[src/rtl/frl_pkg.sv]
// shared types, widths and constants of the frame bandwidth rate limiter
// no dependencies
package frl_pkg;

    localparam int WINDOW_SLOTS = 8;

    localparam int SIZE_W    = 16;
    localparam int RATE_W    = 20;
    localparam int FDIV_W    = 5;
    localparam int TIME_W    = 32;
    localparam int TOTAL_W   = 24;
    localparam int DELAY_W   = 26;
    localparam int COUNT_W   = 32;
    localparam int CMD_W     = 2;
    localparam int CFG_IDX_W = 2;
    localparam int CFG_W     = RATE_W;

    localparam int SLOT_W  = (WINDOW_SLOTS > 1) ? $clog2(WINDOW_SLOTS) : 1;
    localparam int SUM_W   = $clog2(WINDOW_SLOTS * ((1 << SIZE_W) - 1) + 1);
    localparam int PROD_W  = SUM_W + FDIV_W;
    localparam int MS_W    = 10;
    localparam int SCALE_W = SIZE_W + MS_W;
    localparam int DIVIDEND_W = (PROD_W > SCALE_W) ? PROD_W : SCALE_W;
    localparam int DIV_CNT_W  = $clog2(DIVIDEND_W + 1);

    localparam logic [MS_W-1:0]    MS_PER_SECOND = MS_W'(1000);
    localparam logic [TOTAL_W-1:0] TOTAL_MAX     = {TOTAL_W{1'b1}};

    // configuration register indexes
    localparam logic [CFG_IDX_W-1:0] REG_RATE_LIMIT       = 2'd0;
    localparam logic [CFG_IDX_W-1:0] REG_SERVER_FRAME_DIV = 2'd1;
    localparam logic [CFG_IDX_W-1:0] REG_CLIENT_FRAME_DIV = 2'd2;

    typedef enum logic [CMD_W-1:0] {
        CMD_FRAME_CHECK  = 2'd0,
        CMD_RECORD_SEND  = 2'd1,
        CMD_ADVANCE      = 2'd2,
        CMD_PACING_QUERY = 2'd3
    } cmd_t;

    typedef struct packed {
        logic                  start;
        logic [DIVIDEND_W-1:0] dividend;
        logic [RATE_W-1:0]     divisor;
    } div_req_t;

    typedef struct packed {
        logic                  busy;
        logic                  done;
        logic [DIVIDEND_W-1:0] quotient;
    } div_rsp_t;

    typedef struct packed {
        logic              write;
        logic              advance;
        logic [SIZE_W-1:0] value;
    } ring_ctl_t;

endpackage

[src/rtl/frl_item_if.sv]
// input and result channel interfaces of the frame bandwidth rate limiter
// depends on frl_pkg
interface frl_item_if;
    logic                           valid;
    logic                           ready;
    logic [frl_pkg::CMD_W-1:0]      cmd;
    logic [frl_pkg::SIZE_W-1:0]     packet_size;
    logic                           spawned;
    logic [frl_pkg::TIME_W-1:0]     now_ms;

    modport source (output valid, cmd, packet_size, spawned, now_ms, input ready);
    modport sink   (input valid, cmd, packet_size, spawned, now_ms, output ready);
endinterface

interface frl_result_if;
    logic                           valid;
    logic                           ready;
    logic                           suppressed;
    logic                           may_send;
    logic [frl_pkg::TOTAL_W-1:0]    window_total;
    logic [frl_pkg::DELAY_W-1:0]    pacing_delta;
    logic [frl_pkg::COUNT_W-1:0]    suppress_total;

    modport source (output valid, suppressed, may_send, window_total, pacing_delta,
                    suppress_total, input ready);
    modport sink   (input valid, suppressed, may_send, window_total, pacing_delta,
                    suppress_total, output ready);
endinterface

[src/rtl/frame_bandwidth_rate_limiter.sv]
// frame bandwidth rate limiter: sequencer, config registers and result register
// depends on frl_pkg, frl_item_if, frl_result_if, frl_div and frl_ring
//
// usage
//   item channel carries one command word: frame check, record send, advance
//   slot or pacing query, with packet size, spawned flag and time in ms
//   result channel returns one word per command: suppressed flag, may_send
//   flag, scaled window total, pacing delta and suppress count
//   cfg_we / cfg_index / cfg_data write rate_limit, server and client frame
//   divisors; write only while the block is idle
// timing
//   one word is worked on at a time; item.ready is high only in the idle state
//   every command runs one scaling division on the shared bit-serial divider;
//   the next word is taken once its result has moved into the output register
//   a record send with a non-zero rate also divides size*1000 by the rate on
//   the same divider first
// reset
//   ring, running sum, slot pointer, last send time, delay and suppress count clear;
//   rate_limit resets to 0 (unlimited), both frame divisors to 1
// stalls
//   the result sits in an output register; a new word is accepted while it
//   waits, and the next result holds in the done state until the register frees
module frame_bandwidth_rate_limiter (
    input  logic                            clk,
    input  logic                            rst_n,
    input  logic                            cfg_we,
    input  logic [frl_pkg::CFG_IDX_W-1:0]   cfg_index,
    input  logic [frl_pkg::CFG_W-1:0]       cfg_data,
    frl_item_if.sink                        item,
    frl_result_if.source                    result
);

    typedef enum logic [2:0] {
        S_IDLE,
        S_EXEC,
        S_DLY,
        S_TOT,
        S_TOT_WAIT,
        S_DONE
    } state_t;

    state_t state_reg;

    // configuration
    logic [frl_pkg::RATE_W-1:0] rate_reg;
    logic [frl_pkg::FDIV_W-1:0] sdiv_reg;
    logic [frl_pkg::FDIV_W-1:0] cdiv_reg;

    // latched command word
    frl_pkg::cmd_t              cmd_reg;
    logic [frl_pkg::SIZE_W-1:0] size_reg;
    logic                       spawned_reg;
    logic [frl_pkg::TIME_W-1:0] now_reg;

    // limiter state
    logic [frl_pkg::TIME_W-1:0]  last_reg;
    logic [frl_pkg::DELAY_W-1:0] delay_reg;
    logic [frl_pkg::COUNT_W-1:0] cnt_reg;

    // result register
    logic                        out_valid_reg;
    logic                        supp_reg;
    logic                        may_reg;
    logic [frl_pkg::TOTAL_W-1:0] total_reg;
    logic                        out_supp_reg;
    logic                        out_may_reg;
    logic [frl_pkg::TOTAL_W-1:0] out_total_reg;
    logic [frl_pkg::DELAY_W-1:0] out_delay_reg;
    logic [frl_pkg::COUNT_W-1:0] out_cnt_reg;

    frl_pkg::div_req_t  div_req;
    frl_pkg::div_rsp_t  div_rsp;
    frl_pkg::ring_ctl_t ring_ctl;
    logic [frl_pkg::SUM_W-1:0] ring_sum;

    logic                        rate_on;
    logic                        record_div;
    logic [frl_pkg::TOTAL_W-1:0] total_sat;
    logic                        suppress_hit;
    logic [frl_pkg::FDIV_W-1:0]  den;

    frl_div u_div (
        .clk   (clk),
        .rst_n (rst_n),
        .req   (div_req),
        .rsp   (div_rsp)
    );

    frl_ring u_ring (
        .clk   (clk),
        .rst_n (rst_n),
        .ctl   (ring_ctl),
        .sum   (ring_sum)
    );

    assign rate_on    = (rate_reg != '0);
    assign record_div = (state_reg == S_EXEC) && (cmd_reg == frl_pkg::CMD_RECORD_SEND) && rate_on;
    assign den        = (cdiv_reg == '0) ? frl_pkg::FDIV_W'(1) : cdiv_reg;

    // scaled total saturates before the rate compare
    assign total_sat = (div_rsp.quotient > frl_pkg::DIVIDEND_W'(frl_pkg::TOTAL_MAX))
                     ? frl_pkg::TOTAL_MAX : div_rsp.quotient[frl_pkg::TOTAL_W-1:0];
    assign suppress_hit = (cmd_reg == frl_pkg::CMD_FRAME_CHECK) && rate_on
                        && (total_sat > frl_pkg::TOTAL_W'(rate_reg));

    // divider feed: pacing delay on a record send, then the window scaling
    always_comb
    begin
        div_req.start = record_div || (state_reg == S_TOT);
        if (state_reg == S_EXEC)
        begin
            div_req.dividend = frl_pkg::DIVIDEND_W'(size_reg)
                             * frl_pkg::DIVIDEND_W'(frl_pkg::MS_PER_SECOND);
            div_req.divisor  = rate_reg;
        end
        else
        begin
            div_req.dividend = frl_pkg::DIVIDEND_W'(ring_sum)
                             * frl_pkg::DIVIDEND_W'(sdiv_reg);
            div_req.divisor  = frl_pkg::RATE_W'(den);
        end
    end

    // ring writes: recorded size for a spawned client under a non-zero rate, zero on suppression
    always_comb
    begin
        ring_ctl.write   = (record_div && spawned_reg)
                         || ((state_reg == S_TOT_WAIT) && div_rsp.done && suppress_hit);
        ring_ctl.advance = (state_reg == S_EXEC) && (cmd_reg == frl_pkg::CMD_ADVANCE);
        ring_ctl.value   = (state_reg == S_EXEC) ? size_reg : '0;
    end

    // command word capture
    always_ff @(posedge clk)
    begin
        if (item.valid && item.ready)
        begin
            cmd_reg     <= frl_pkg::cmd_t'(item.cmd);
            size_reg    <= item.packet_size;
            spawned_reg <= item.spawned;
            now_reg     <= item.now_ms;
        end
    end

    always_ff @(posedge clk or negedge rst_n)
    begin
        if (!rst_n)
        begin
            state_reg     <= S_IDLE;
            rate_reg      <= '0;
            sdiv_reg      <= frl_pkg::FDIV_W'(1);
            cdiv_reg      <= frl_pkg::FDIV_W'(1);
            last_reg      <= '0;
            delay_reg     <= '0;
            cnt_reg       <= '0;
            supp_reg      <= 1'b0;
            may_reg       <= 1'b0;
            total_reg     <= '0;
            out_valid_reg <= 1'b0;
            out_supp_reg  <= 1'b0;
            out_may_reg   <= 1'b0;
            out_total_reg <= '0;
            out_delay_reg <= '0;
            out_cnt_reg   <= '0;
        end
        else
        begin
            if (cfg_we)
            begin
                unique case (cfg_index)
                    frl_pkg::REG_RATE_LIMIT:       rate_reg <= cfg_data;
                    frl_pkg::REG_SERVER_FRAME_DIV: sdiv_reg <= cfg_data[frl_pkg::FDIV_W-1:0];
                    frl_pkg::REG_CLIENT_FRAME_DIV: cdiv_reg <= cfg_data[frl_pkg::FDIV_W-1:0];
                    default:                       ;
                endcase
            end

            // in the done state the leaving word is replaced by the next one below
            if (result.valid && result.ready && (state_reg != S_DONE))
            begin
                out_valid_reg <= 1'b0;
            end

            unique case (state_reg)
                S_IDLE:
                begin
                    if (item.valid)
                    begin
                        supp_reg  <= 1'b0;
                        may_reg   <= 1'b0;
                        state_reg <= S_EXEC;
                    end
                end
                S_EXEC:
                begin
                    unique case (cmd_reg)
                        frl_pkg::CMD_RECORD_SEND:
                        begin
                            last_reg <= now_reg;
                            if (rate_on)
                            begin
                                state_reg <= S_DLY;
                            end
                            else
                            begin
                                delay_reg <= '0;
                                state_reg <= S_TOT;
                            end
                        end
                        frl_pkg::CMD_PACING_QUERY:
                        begin
                            // wrapping elapsed time against the stored delay
                            may_reg   <= ((now_reg - last_reg) >= frl_pkg::TIME_W'(delay_reg));
                            state_reg <= S_TOT;
                        end
                        frl_pkg::CMD_FRAME_CHECK,
                        frl_pkg::CMD_ADVANCE:
                        begin
                            state_reg <= S_TOT;
                        end
                    endcase
                end
                S_DLY:
                begin
                    if (div_rsp.done)
                    begin
                        delay_reg <= div_rsp.quotient[frl_pkg::DELAY_W-1:0];
                        state_reg <= S_TOT;
                    end
                end
                S_TOT:
                begin
                    state_reg <= S_TOT_WAIT;
                end
                S_TOT_WAIT:
                begin
                    if (div_rsp.done)
                    begin
                        // total reported is the one compared, before the slot clears
                        total_reg <= total_sat;
                        if (suppress_hit)
                        begin
                            supp_reg <= 1'b1;
                            cnt_reg  <= cnt_reg + 1'b1;
                        end
                        state_reg <= S_DONE;
                    end
                end
                S_DONE:
                begin
                    if (!out_valid_reg || result.ready)
                    begin
                        out_valid_reg <= 1'b1;
                        out_supp_reg  <= supp_reg;
                        out_may_reg   <= may_reg;
                        out_total_reg <= total_reg;
                        out_delay_reg <= delay_reg;
                        out_cnt_reg   <= cnt_reg;
                        state_reg     <= S_IDLE;
                    end
                end
                default:
                begin
                    state_reg <= S_IDLE;
                end
            endcase
        end
    end

    assign item.ready            = (state_reg == S_IDLE);
    assign result.valid          = out_valid_reg;
    assign result.suppressed     = out_supp_reg;
    assign result.may_send       = out_may_reg;
    assign result.window_total   = out_total_reg;
    assign result.pacing_delta   = out_delay_reg;
    assign result.suppress_total = out_cnt_reg;

`ifndef SYNTH
    // suppress count only ever steps by one
    a_cnt_step: assert property (@(posedge clk) disable iff (!rst_n)
        (cnt_reg != $past(cnt_reg)) |-> (cnt_reg == $past(cnt_reg) + 1'b1))
        else $error("suppress count jumped");

    // the shared divider is never restarted mid-division
    a_div_free: assert property (@(posedge clk) disable iff (!rst_n)
        div_req.start |-> !div_rsp.busy)
        else $error("divider started while busy");

    // a new word is only taken once the divider is idle
    a_ready_idle: assert property (@(posedge clk) disable iff (!rst_n)
        item.ready |-> !div_rsp.busy)
        else $error("input ready with divider busy");

    // a suppression always clears the current slot
    a_supp_clear: assert property (@(posedge clk) disable iff (!rst_n)
        ((state_reg == S_TOT_WAIT) && div_rsp.done && suppress_hit)
        |-> (ring_ctl.write && (ring_ctl.value == '0)))
        else $error("suppressed frame left slot intact");
`endif

endmodule

[src/rtl/frl_div.sv]
// shared restoring divider, one quotient bit per cycle
// depends on frl_pkg
module frl_div (
    input  logic              clk,
    input  logic              rst_n,
    input  frl_pkg::div_req_t req,
    output frl_pkg::div_rsp_t rsp
);

    logic [frl_pkg::DIVIDEND_W-1:0] quot_reg;
    logic [frl_pkg::RATE_W-1:0]     rem_reg;
    logic [frl_pkg::RATE_W-1:0]     divisor_reg;
    logic [frl_pkg::DIV_CNT_W-1:0]  cnt_reg;
    logic                           busy_reg;
    logic                           done_reg;

    logic [frl_pkg::RATE_W:0] rem_shift;
    logic [frl_pkg::RATE_W:0] rem_diff;
    logic                     fits;

    assign rem_shift = {rem_reg, quot_reg[frl_pkg::DIVIDEND_W-1]};
    assign rem_diff  = rem_shift - {1'b0, divisor_reg};
    assign fits      = (rem_shift >= {1'b0, divisor_reg});

    always_ff @(posedge clk or negedge rst_n)
    begin
        if (!rst_n)
        begin
            busy_reg <= 1'b0;
            done_reg <= 1'b0;
            cnt_reg  <= '0;
        end
        else
        begin
            done_reg <= 1'b0;
            if (req.start)
            begin
                busy_reg <= 1'b1;
                cnt_reg  <= frl_pkg::DIV_CNT_W'(frl_pkg::DIVIDEND_W);
            end
            else if (busy_reg)
            begin
                cnt_reg <= cnt_reg - 1'b1;
                if (cnt_reg == frl_pkg::DIV_CNT_W'(1))
                begin
                    busy_reg <= 1'b0;
                    done_reg <= 1'b1;
                end
            end
        end
    end

    // datapath: dividend shifts out while quotient bits shift in
    always_ff @(posedge clk)
    begin
        if (req.start)
        begin
            quot_reg    <= req.dividend;
            rem_reg     <= '0;
            divisor_reg <= req.divisor;
        end
        else if (busy_reg)
        begin
            quot_reg <= {quot_reg[frl_pkg::DIVIDEND_W-2:0], fits};
            rem_reg  <= fits ? rem_diff[frl_pkg::RATE_W-1:0] : rem_shift[frl_pkg::RATE_W-1:0];
        end
    end

    assign rsp.busy     = busy_reg;
    assign rsp.done     = done_reg;
    assign rsp.quotient = quot_reg;

endmodule

[src/rtl/frl_ring.sv]
// ring of recent packet sizes with running sum and slot pointer
// depends on frl_pkg
module frl_ring (
    input  logic                        clk,
    input  logic                        rst_n,
    input  frl_pkg::ring_ctl_t          ctl,
    output logic [frl_pkg::SUM_W-1:0]   sum
);

    logic [frl_pkg::SIZE_W-1:0] ring_reg [frl_pkg::WINDOW_SLOTS];
    logic [frl_pkg::SUM_W-1:0]  sum_reg;
    logic [frl_pkg::SUM_W-1:0]  sum_next;
    logic [frl_pkg::SLOT_W-1:0] ptr_reg;
    logic [frl_pkg::SLOT_W-1:0] ptr_next;

    assign sum_next = sum_reg - frl_pkg::SUM_W'(ring_reg[ptr_reg])
                    + frl_pkg::SUM_W'(ctl.value);
    assign ptr_next = (ptr_reg == frl_pkg::SLOT_W'(frl_pkg::WINDOW_SLOTS - 1))
                    ? '0 : ptr_reg + 1'b1;

    always_ff @(posedge clk or negedge rst_n)
    begin
        if (!rst_n)
        begin
            for (int i = 0; i < frl_pkg::WINDOW_SLOTS; i++)
            begin
                ring_reg[i] <= '0;
            end
            sum_reg <= '0;
            ptr_reg <= '0;
        end
        else
        begin
            if (ctl.write)
            begin
                ring_reg[ptr_reg] <= ctl.value;
                sum_reg           <= sum_next;
            end
            if (ctl.advance)
            begin
                ptr_reg <= ptr_next;
            end
        end
    end

    assign sum = sum_reg;

endmodule

[src/flat_wrapper.sv]
// flat-port wrapper written by rule: the top's interface ports become plain ports
module frame_bandwidth_rate_limiter_flat 
  (clk, rst_n, cfg_we, cfg_index, cfg_data, item_valid, item_cmd, item_packet_size, item_spawned, item_now_ms, item_ready, result_valid, result_suppressed, result_may_send, result_window_total, result_pacing_delta, result_suppress_total, result_ready);
  frl_item_if item_i ();
  frl_result_if result_i ();
  input  logic clk;
  input  logic rst_n;
  input  logic cfg_we;
  input  logic [frl_pkg::CFG_IDX_W-1:0] cfg_index;
  input  logic [frl_pkg::CFG_W-1:0] cfg_data;
  input wire logic [$bits(item_i.valid)-1:0] item_valid;
  input wire logic [$bits(item_i.cmd)-1:0] item_cmd;
  input wire logic [$bits(item_i.packet_size)-1:0] item_packet_size;
  input wire logic [$bits(item_i.spawned)-1:0] item_spawned;
  input wire logic [$bits(item_i.now_ms)-1:0] item_now_ms;
  output wire logic [$bits(item_i.ready)-1:0] item_ready;
  output wire logic [$bits(result_i.valid)-1:0] result_valid;
  output wire logic [$bits(result_i.suppressed)-1:0] result_suppressed;
  output wire logic [$bits(result_i.may_send)-1:0] result_may_send;
  output wire logic [$bits(result_i.window_total)-1:0] result_window_total;
  output wire logic [$bits(result_i.pacing_delta)-1:0] result_pacing_delta;
  output wire logic [$bits(result_i.suppress_total)-1:0] result_suppress_total;
  input wire logic [$bits(result_i.ready)-1:0] result_ready;
  assign item_i.valid = item_valid;
  assign item_i.cmd = item_cmd;
  assign item_i.packet_size = item_packet_size;
  assign item_i.spawned = item_spawned;
  assign item_i.now_ms = item_now_ms;
  assign item_ready = item_i.ready;
  assign result_valid = result_i.valid;
  assign result_suppressed = result_i.suppressed;
  assign result_may_send = result_i.may_send;
  assign result_window_total = result_i.window_total;
  assign result_pacing_delta = result_i.pacing_delta;
  assign result_suppress_total = result_i.suppress_total;
  assign result_i.ready = result_ready;
  frame_bandwidth_rate_limiter u_core (.clk(clk), .rst_n(rst_n), .cfg_we(cfg_we), .cfg_index(cfg_index), .cfg_data(cfg_data), .item(item_i), .result(result_i));
endmodule
[config.mk]
export PLATFORM = sky130hd
export DESIGN_NAME = frame_bandwidth_rate_limiter_flat
export DESIGN_NICKNAME = d
export VERILOG_FILES = /design/src/rtl/frl_pkg.sv /design/src/rtl/frl_item_if.sv /design/src/rtl/frame_bandwidth_rate_limiter.sv /design/src/rtl/frl_div.sv /design/src/rtl/frl_ring.sv /design/src/flat_wrapper.sv
export SDC_FILE = /design/constraint.sdc
export NUM_CORES = 1
export LEC_CHECK = 0
export BUFFER_PORTS_ARGS = -buffer_cell sky130_fd_sc_hd__clkbuf_2
export CORE_ASPECT_RATIO = 0.7
export CORE_MARGIN = 2
export CORE_UTILIZATION = 61
export CTS_BUF_LIST = sky130_fd_sc_hd__clkbuf_4 sky130_fd_sc_hd__clkbuf_8
export CTS_CLUSTER_DIAMETER = 120
export DETAILED_ROUTE_END_ITERATION = 8
export MAX_ROUTING_LAYER = met4
export PLACE_DENSITY = 0.8
export SETUP_SLACK_MARGIN = 0.3
export SYNTH_ARGS = -nofsm -noshare
export SYNTH_HDL_FRONTEND = slang
export SYNTH_SLANG_ARGS = --single-unit
[constraint.sdc]
create_clock -name clk -period 7.4 [get_ports clk]
set_input_delay 1.48 -clock clk [delete_from_list [all_inputs] [get_ports clk]]
set_output_delay 1.48 -clock clk [all_outputs]
set_load 0.05 [all_outputs]
==> results.md <==
- Clock latency on the worst-skew pair: 680 ps
- DR vias/cell: 6.00
- CP Launch Point: u_core.now_reg[0]$_DFFE_PP_
- Nets: 3,462
- Syn Nets: ~3,300
- Compound-Gate Fraction of Synth Area: between 10% and 20%
- Fin worst setup slack: between 1500 and 2000 ps
- Largest net degree at the start of global routing: 135
- Synth area leader: dfrtp_1
- Vias in the first global route: ~22,000
- Post-Syn Area per Cell: 10.7 um2
- Die H: ~190 um
- Synth Instances: 2,894
- Hold Violations, Final: 0
- CTS buffer count: slightly below 80
- Layout cells sized above 1: 17.8%
- Post-Route WL: 78,400 um
- Synthesized flop and latch total: 508
- Adder-Cell Fraction of Synth Area: 16.3%
- Crit share post-route: between 70 and 80%
- Hpwl dp: ~57,000 um
- ANT nets after route: 0
- DRC violations left: 0
- Synth warnings: 0
- Status: complete, no violations
- Full die area: 0.0526 mm2
- Largest family of logic cells by synthesized area: adder cells
- Die X: 273 um
- Flop2flop setup slack: 1650 ps
- H-tree depth: 3
- Period minus WS final: 5750 ps
- PostCTS Resize Cnt: 0
- Via count: 22,731
- Register area share after synthesis: 42.4%
- Final setup vio count: 0
- Number of flops mapped to enable cells by yosys: 97
- Critical Path AT: 6280 ps
- Slew Limit Headroom: 14.9%
- Row Count: 69
- Mux contribution to synthesized area: 9.85%
- Req. time, crit path: 7930 ps
- Max reg flops: 128
- Global Route Usage Sum: 31.0%
- Synth top area share: a little under a third
- Area Overhead vs Synth: 10.1%
- Worst hold path type: reg2reg
- GPL Wtd Cong: ~0.99
- Initial antenna violation count: 0
- CP startpoint kind: flop
- Worst-margin pin slew: 1270 ps
- Crit. End Element: flop
- Worst-path clk slew: 70 ps
- Netlist cell types: 86
- Root Driver: clkbuf_8
- Setup WS pre-CTS: roughly 1800 ps
- CTS tree: yes
- Post-CTS Setup Repair Bufs: 0
- Hold buffer count at CTS: 0
- Fraction of the mapped netlist area in simple logic gates: 10.7%
- Clock Skew: 31.5 ps
- Drt pass-1 iters: 5
- Number of max-slew violations in the final report: 0
- Crit-path max FO: 3
- Setup TNS: 0 ps
- Mapped cell area: 0.0309 mm2
- CTS max path bufs: 3
- Core Footprint: ~0.05 mm2
- RSZ-0062 raised after global routing: false
- XOR/XNOR Fraction of Synth Area: 3.20%
- Share of synthesized flip-flops with an asynchronous set or reset: 77.0%
- Initial Util: 61.3%
- CTS Sinks: ~500
- Total global routing overflow: 0
- CP Class: reg2reg
- Fmax: between 150 and 200 MHz
- DR WL/cell: 20.7 um
- Ant diodes: 0
- R2R Path Start: u_core.now_reg[0]$_DFFE_PP_
- Initial drt markers: 2,202
- Top cells by area, synth: dfrtp_1 (31%), edfxtp_1 (9.4%), ha_1 (8.3%), fa_1 (8.0%), mux2_2 (6.0%)
- Max-cap violations: 0
- Port bufs: 163
- Top_reg_cell synth: dfrtp_1
- IO Count: approximately 160
- Hold_sp: u_core.cnt_reg[31]$_DFFE_PN0P_
- First-pass GRT wire length: 124,000 um
-- stage by stage --
stage	std cells	area (um2)	hold slack (ps)	util, %
5_1_grt	3791	34100	490	67.6
2_1_floorplan	2894	30900	436	-
3_3_place_gp	3649	32400	452	64.2
4_1_cts	3791	34100	467	67.6
6_report	3791	34100	473	67.6
3_5_place_dp	3649	32400	463	64.2
-- path summary, 6_finish.rpt --
| check | to | depth (start not counted) |
|---|---|---|
| max in group asynchronous | u_core.result.suppress_total[21]$_DFFE_PN0P_ | 2 |
| hold reg to reg | u_core.cnt_reg[31]$_DFFE_PN0P_ | 1 |
| hold / removal | u_core.cnt_reg[31]$_DFFE_PN0P_ | 1 |
| setup reg to reg | u_core.may_reg$_DFFE_PN0P_ | 23 |
| setup / recovery | u_core.may_reg$_DFFE_PN0P_ | 23 |
| min in group asynchronous | u_core.result.window_total[13]$_DFFE_PN0P_ | 1 |
-- synthesized netlist by cell type, drive strengths merged, types with 25 or more instances --
cell / count
a22o: 27
a21oi: 123
nand3: 30
edfxtp: 97
nor3: 44
a22oi: 65
ha: 205
mux2: 248
clkbuf: 78
nand2: 178
buf: 25
xor2: 54
nor2: 155
xnor2: 59
fa: 123
inv: 341
o21a: 25
a21o: 52
nand4: 38
or3: 32
dfrtp: 389
o21ai: 163
and2: 80
-- layout by cell type (no fill, tap or decap), types with 38 or more instances in the layout --
cell type	netlist	final
a21o_1	52	52
nor2_1	154	150
dfrtp_1	389	389
a21oi_1	123	123
and2_1	76	76
edfxtp_1	97	97
fa_1	123	123
nand4_1	38	38
inv_1	339	338
clkbuf_8	0	95
o21ai_0	160	160
mux2_2	165	165
nor3_1	44	42
mux2_1	53	53
xor2_1	54	54
a22oi_1	65	65
clkbuf_2	1	162
ha_1	205	205
xnor2_1	59	59
nand2_1	177	176
-- layer usage --
metal | part of all wire (%) | wire length [um] | GRT usage (%)
met5 | 0 | 0 | -
met4 | 2.4 | 1880 | 8.64
met3 | 7.8 | 6090 | 5.38
met2 | 44 | 34500 | 45.6
met1 | 46 | 35900 | 44.6
-- cell families after synthesis --
group | Yosys count
xor gates and xnor gates | 113
DFF | 508
muxes | 262
AOI/OAI and AO/OA | 574
and+or+nand+nor | 664
adders and majority gates | 328
buffers and inverters | 445
-- layout make-up --
cell class	instances	area [um2]
fillers	3816	16400
multi-input cells	1941	16200
flip-flops and latches	508	13100
clock buffers	121	1500
inverters	342	1280
repair buffers	184	996
well taps	674	843
clock inverters	21	176
-- worst max-delay path: stages, from the launching register on --
cell	delay (ps)
edfxtp_1	380
inv_1	70
ha_1	160
inv_1	60
fa_1	430
a211oi_1	340
o211ai_1	200
nand4_1	160
a21oi_1	130
a21boi_0	350
nand2b_1	160
a21o_1	200
a21oi_1	170
xnor2_1	190
ha_1	300
a21o_1	180
a221oi_1	220
o311ai_0	180
a2111oi_0	530
o211ai_1	200
a2111oi_0	360
o211ai_1	150
nor4_1	350
a31oi_1	150
Power is left out: the tool's default activity adds up to more than one toggle a clock period on the data nets, which glitch-free logic cannot reach.
